<file path="src/design/srsc_pkg.sv">
// Shared types and constants of the sorted record stream checker.
`timescale 1ns / 1ps

package srsc_pkg;

  localparam int OUT_W = 40;
  localparam int RLEN_W = 16;
  localparam int KLEN_W = 7;

  localparam logic [7:0] CFG_RECORD_LENGTH = 8'd0;
  localparam logic [7:0] CFG_KEY_LENGTH    = 8'd1;

  typedef enum logic [1:0] {
    ORD_EQUAL   = 2'd0,
    ORD_LESS    = 2'd1,
    ORD_GREATER = 2'd2
  } order_t;

  typedef enum logic [1:0] {
    VERDICT_PASS      = 2'd0,
    VERDICT_VIOLATION = 2'd1,
    VERDICT_PARTIAL   = 2'd2,
    VERDICT_BAD_SIZES = 2'd3
  } verdict_t;

  typedef struct packed {
    logic [RLEN_W-1:0] record_length;
    logic [KLEN_W-1:0] key_length;
  } cfg_t;

  typedef struct packed {
    logic       valid;
    logic [7:0] data_byte;
    logic       last;
    logic       bad;
    logic       key_hit;
    logic       rec_end;
    logic       partial;
  } item_t;

  typedef struct packed {
    verdict_t         verdict;
    logic [OUT_W-1:0] violation_record;
    logic [OUT_W-1:0] record_total;
  } result_t;

endpackage

</file>
<file path="src/design/srsc_judge.sv">
// Key compare, record counting, first violation capture and verdict forming.
`timescale 1ns / 1ps

module srsc_judge #(
  parameter int INDEX_BITS = 40
) (
  input  logic               clk,
  input  logic               rst_n,
  input  srsc_pkg::item_t    item,
  input  logic               advance,
  input  logic [7:0]         key_byte,
  output logic               wr_en,
  output srsc_pkg::result_t  result
);
  import srsc_pkg::*;

  order_t                ord_r;
  order_t                ord_nxt;
  order_t                ord_cmp;
  logic [INDEX_BITS-1:0] rec_idx_r;
  logic [INDEX_BITS-1:0] rec_idx_nxt;
  logic                  viol_r;
  logic                  viol_nxt;
  logic [INDEX_BITS-1:0] first_r;
  logic [INDEX_BITS-1:0] first_nxt;
  logic                  cmp_en;

  always_comb begin
    cmp_en = item.key_hit && !item.bad && (rec_idx_r != '0) && (ord_r == ORD_EQUAL);
    wr_en  = advance && item.key_hit && !item.bad;

    ord_cmp = ord_r;
    if (cmp_en) begin
      if (key_byte > item.data_byte) begin
        ord_cmp = ORD_GREATER;
      end else if (key_byte < item.data_byte) begin
        ord_cmp = ORD_LESS;
      end
    end

    ord_nxt     = ord_r;
    rec_idx_nxt = rec_idx_r;
    viol_nxt    = viol_r;
    first_nxt   = first_r;
    if (advance && !item.bad) begin
      if (item.rec_end) begin
        if ((rec_idx_r != '0) && (ord_cmp == ORD_GREATER) && !viol_r) begin
          viol_nxt  = 1'b1;
          first_nxt = rec_idx_r;
        end
        if (rec_idx_r != '1) begin
          rec_idx_nxt = rec_idx_r + INDEX_BITS'(1);
        end
        ord_nxt = ORD_EQUAL;
      end else begin
        ord_nxt = ord_cmp;
      end
    end

    result.violation_record = '0;
    result.record_total     = OUT_W'(rec_idx_nxt);
    priority if (item.bad) begin
      result.verdict = VERDICT_BAD_SIZES;
    end else if (item.partial) begin
      result.verdict = VERDICT_PARTIAL;
    end else if (viol_nxt) begin
      result.verdict          = VERDICT_VIOLATION;
      result.violation_record = OUT_W'(first_nxt);
    end else begin
      result.verdict = VERDICT_PASS;
    end

    if (advance && item.last) begin
      ord_nxt     = ORD_EQUAL;
      rec_idx_nxt = '0;
      viol_nxt    = 1'b0;
      first_nxt   = '0;
    end
  end

  always_ff @(posedge clk) begin
    if (!rst_n) begin
      ord_r     <= ORD_EQUAL;
      rec_idx_r <= '0;
      viol_r    <= 1'b0;
      first_r   <= '0;
    end else begin
      ord_r     <= ord_nxt;
      rec_idx_r <= rec_idx_nxt;
      viol_r    <= viol_nxt;
      first_r   <= first_nxt;
    end
  end

`ifndef SYNTH
  a_first_clear: assert property (@(posedge clk) disable iff (!rst_n)
    !viol_r |-> first_r == '0)
    else $error("first violation index set without a violation");
  a_no_viol_first: assert property (@(posedge clk) disable iff (!rst_n)
    rec_idx_r == '0 |-> !viol_r)
    else $error("violation flagged before any complete record");
  a_first_bound: assert property (@(posedge clk) disable iff (!rst_n)
    viol_r |-> first_r <= rec_idx_r)
    else $error("first violation index beyond record count");
  a_end_clears: assert property (@(posedge clk) disable iff (!rst_n)
    advance && item.last |=> rec_idx_r == '0 && !viol_r && ord_r == ORD_EQUAL)
    else $error("stream state not cleared after the final byte");
`endif

endmodule

</file>
<file path="config.mk">
export PLATFORM = sky130hd
export DESIGN_NAME = srsc_judge
export DESIGN_NICKNAME = d
export VERILOG_FILES = /design/src/design/srsc_pkg.sv /design/src/design/srsc_judge.sv
export SDC_FILE = /design/constraint.sdc
export NUM_CORES = 1
export LEC_CHECK = 0
export BUFFER_PORTS_ARGS = -buffer_cell sky130_fd_sc_hd__buf_2
export CORE_ASPECT_RATIO = 1.5
export CORE_MARGIN = 2
export CORE_UTILIZATION = 40
export CTS_CLUSTER_SIZE = 40
export DETAILED_ROUTE_END_ITERATION = 7
export PLACE_DENSITY = 0.68
export REMOVE_ABC_BUFFERS = 1
export SLEW_MARGIN = 10
export SYNTH_ARGS = -nofsm -noshare
export SYNTH_HDL_FRONTEND = slang
export SYNTH_SLANG_ARGS = --single-unit
</file>
<file path="constraint.sdc">
create_clock -name clk -period 2.59 [get_ports clk]
set_input_delay 0.518 -clock clk [delete_from_list [all_inputs] [get_ports clk]]
set_output_delay 0.518 -clock clk [all_outputs]
set_load 0.02 [all_outputs]
</file>
# Word level (Yosys, flattened, before mapping)
# Index checks and enable logic that the tools add are counted.
# word_totals
input_bits	25
latch_bits	0
n_memories	0
word_cells	43
register_bits	83
mem_bits_ro	0
ramBits	0
# op_classes
div	0
muxes	19
shifts	0
add_sub_neg	1
mul	0
magnitude_cmp	2
eq_ne	2
n_bitwise	1
n_reduce_logical	14
# ops
operator	count
$mux W40	9
$add A40 B1 Y40 const B	1
$ne A40 B40 Y1 const B	1
$reduce_bool A40 Y1	1
$mux W2	6
$logic_and A1 B1 Y1	9
$gt A8 B8 Y1	1
$lt A8 B8 Y1	1
$mux W1	4
$eq A2 B2 Y1 const B	1
$logic_not A1 Y1	2
$logic_not A2 Y1	1
$reduce_or A2 Y1	1
$not A1 Y1	1

# Depth between registers and ports, before layout
# logic_depth
word_depth	14
ltp_mapped	9
depth_no_buf	7

# Worst setup path after synthesis
# No wires, ideal clock.
# synth_timing
path_kind	input port to output port
from	input port item[8] (netlist bit)
to	output port result[71] (netlist bit)
arrival_ps	2630
required_ps	2072
path_stages	8
path_buffers	1
path_slack_ps	-558
path_cell_list	inv_1 ha_1 and4_1 nand2b_1 a211oi_1 o211ai_1 clkbuf_1 o41ai_1
# synth_lines
element	line_no	rtl
from (decl)	srsc_judge.sv:9	input srsc_pkg::item_t item,
to (decl)	srsc_judge.sv:13	output srsc_pkg::result_t result

==> impl_metrics.csv <==
group,metric,value,unit
critical_path,cp.arrival,2.45,ns
logic_synthesis,synthArstFlopShare,0,
floorplanning,num_rows,52,
placed_design,placedCellCount,1023,
timing,worst_pin_slew,0.8187,ns
logic_synthesis,syn_avg_cell_area,7.770,µm²
logic_synthesis,yosysWarningCount,0,
routing,antenna_left,0,
floorplanning,initial_utilization,0.4043,
clock_tree,cts_buffers,9,
outcome,violations,"negative setup slack",
placed_design,routabilityCongestion,0.9106,
cells_and_area,regArea,1707,µm²
routing,drt_iter0_drc,439,
clock_tree,root_buffer,"clkbuf_16",
clock_tree,clockBufferDepth,2,
clock_tree,cts_tree,"yes",
pwr,pwr-share-comb,0.094,
floorplanning,die_x,98.81,µm
critical_path,critPathCaptureType,"output port",
timing,fin_ws,-0.3744,ns
cells_and_area,fillCellCount,937,
floorplanning,core_area,13340,µm²
floorplanning,die_y,146.2,µm
clock_tree,clk_pin_slew,0.06,ns
logic_synthesis,syn-instance-count,694,
cells_and_area,multi_input_area,4183,µm²
timing,max_freq,337.3,MHz
placed_design,place_hpwl,11.95,mm
cells_and_area,antenna_cells,0,
logic_synthesis,seq_area_frac_synth,0.3081,
floorplanning,die_area,14450,µm²
clock_tree,clock_latency,0.35,ns
timing,setup_violations,80,
critical_path,worstSetupStartpointType,"flop",
routing,firstDrtPassIters,5,
min_path,hold_path_class,"flop to flop",
pwr,seqPwrFrac,0.454,
timing,finalCritPeriodShare,1.145,
logic_synthesis,synthesis.area,5393,µm²
routing,via_per_inst,5.867,
grt,grt_pass1_vias,5877,
cells_and_area,post-route-util,0.6702,
logic_synthesis,ys_ff_latch,83,
grt,grt_first_pass_wirelength,29.50,mm
logic_synthesis,synth-edff-count,0,
clock_tree,cts_sinks,83,
pwr,peakVddDrop,0.0003266,V
cells_and_area,syn2layout_area_growth,65.75,%
timing,period_minus_slack,2.964,ns
pwr,p_per_area,313.7,nW/µm²
cells_and_area,nets,959,
logic_synthesis,ys_types,51,
timing,slew_violations,0,
pwr,internal_power,0.002105,W
routing,post_drt_wl_per_cell,19.58,µm
grt,grt_max_degree,107,
cells_and_area,drive_gt1_frac,0.4817,
grt,grt_use_total,0.2538,
timing,fin_skew,0.007267,ns
logic_synthesis,yosysTopAreaCell,"dfxtp_1",
grt,grt_overflow,0,
pwr,p_sw,0.0006986,W
timing,max-slew-margin-rel,0.4535,
floorplanning,ios,108,
routing,drc,0,
logic_synthesis,synthFlopType,"dfxtp_1",
clock_tree,cts_max_level,3,
critical_path,worst_ep_required_time,2.07,ns
cells_and_area,final_common_cell,"buf_4",
routing,vias,6395,
timing,grt_setup_unrepaired,"yes",
routing,wirelength,21.34,mm
pwr,leakage,3.901,nW
pwr,clkPwrFrac,0.452,
logic_synthesis,synth_area_leaders,"dfxtp_1 (31%), mux2i_1 (13%), nand3_1 (8.8%), nand2_1 (7.2%), o21ai_0 (4.0%)",
timing,hold_viol,0,
cells_and_area,layout.cells.non_filler,1090,
pwr,switching_share,0.2492,
clock_tree,post_cts_hold_buffer_count,0,
critical_path,worstSetupPathType,"flop to output port",
critical_path,crit_path_max_fanout,4,
logic_synthesis,yosysTopAreaCellShare,0.3081,
grt,antenna_found_initial,0,
job,drv_cap,0,
outcome,status,"complete, but fails checks",
placed_design,io_buffer_count,106,
cells_and_area,final_cell_mix,"buf_4 (187), nand2_1 (99), nand3_1 (93)",
critical path, cell delays in order (launching register included):
cell	delay, ns
dfxtp_2	0.35
nand2_2	0.07
or3_4	0.39
or4b_4	0.59
buf_4	0.18
nor3_4	0.18
xnor2_2	0.16
buf_4	0.17
Yosys cell counts (15+ instances only):
cell      number
nor2_1        15
o21ai_0       43
dfxtp_1       83
mux2i_1       71
clkbuf_1      51
nand3_1       95
nand2_1      104
nand4_1       15
nand2b_1      29
xor2_1        23
inv_1         15
path summary, 6_finish.rpt:
check	from	endpoint	slack [ns]	cells after the start
worst min-delay path	first_r[11]$_SDFF_PP0_	first_r[11]$_SDFF_PP0_	0.46	2
worst max-delay path	rec_idx_r[21]$_SDFF_PP0_	result[31]	-0.37	7
worst max register to register	rec_idx_r[21]$_SDFF_PP0_	rec_idx_r[39]$_SDFF_PP0_	0.33	7
worst min register to register	first_r[11]$_SDFF_PP0_	first_r[11]$_SDFF_PP0_	0.46	2
what timing repair did:
item                       4_1_cts  5_1_grt
setup endpoints to repair       81       82
pin swaps                       32       58
cloned                           4        2
setup buffers                   30       27
resized for setup              175      164
per-stage QoR:
stage | cell area (µm²) | power (W) | worst slack [ns] | hold slack (ns) | setup TNS (ns)
detailed placement | 6890 | 0.001494 | -0.4894 | 0.4464 | -17.97
floorplan | 5109 | 0.001408 | -2.520 | 0.4353 | -111.23
finish | 8939 | 0.002804 | -0.3744 | 0.4577 | -23.42
CTS | 8128 | 0.002752 | -0.3718 | 0.4605 | -20.58
global route | 8939 | 0.002875 | -0.4469 | 0.4664 | -28.38
global placement | 6890 | 0.001490 | -0.4601 | 0.4442 | -16.54
cell type report:
cell class	count	share of cell area
Sequential cell	83	0.1909
Tap cell	162	0.02268
Multi-Input combinational cell	527	0.4679
Clock inverter	2	0.001120
Timing Repair Buffer	288	0.2800
Inverter	15	0.007139
Clock buffer	13	0.03024
metal layers:
layer	vias to the layer above	global-route usage	wire [µm]
li1	2907	-	-
met1	3107	0.2911	7778
met2	288	0.4557	11340
met3	93	0.03734	1193
met4	0	0.1185	1029
met5	-	0	0
cells by family after synthesis:
| logic type | count (synthesis) | synth area share |
|---|---|---|
| and+or+nand+nor | 332 | 0.3299 |
| buffers and inverters | 84 | 0.06311 |
| DFF | 83 | 0.3081 |
| AOI/OAI and AO/OA | 82 | 0.09142 |
| muxes | 72 | 0.1339 |
| xor gates and xnor gates | 31 | 0.05035 |
| adders and majority gates | 10 | 0.02320 |
flip-flops by register name, summed over array words and instances (netlist names):
| signal | flops |
|---|---|
| first_r | 40 |
| rec_idx_r | 40 |
| ord_r | 2 |
| viol_r | 1 |
power by group through the flow:
| stage | clock, W | combinational, W | sequential [W] |
|---|---|---|---|
| floorplan | 0 | 0.000102 | 0.00131 |
| global placement | 0 | 0.000183 | 0.00131 |
| detailed placement | 0 | 0.000187 | 0.00131 |
| CTS | 0.00125 | 0.000224 | 0.00128 |
| global route | 0.00132 | 0.000279 | 0.00127 |
| finish | 0.00127 | 0.000264 | 0.00127 |
Power figures use the tool's default switching activity.
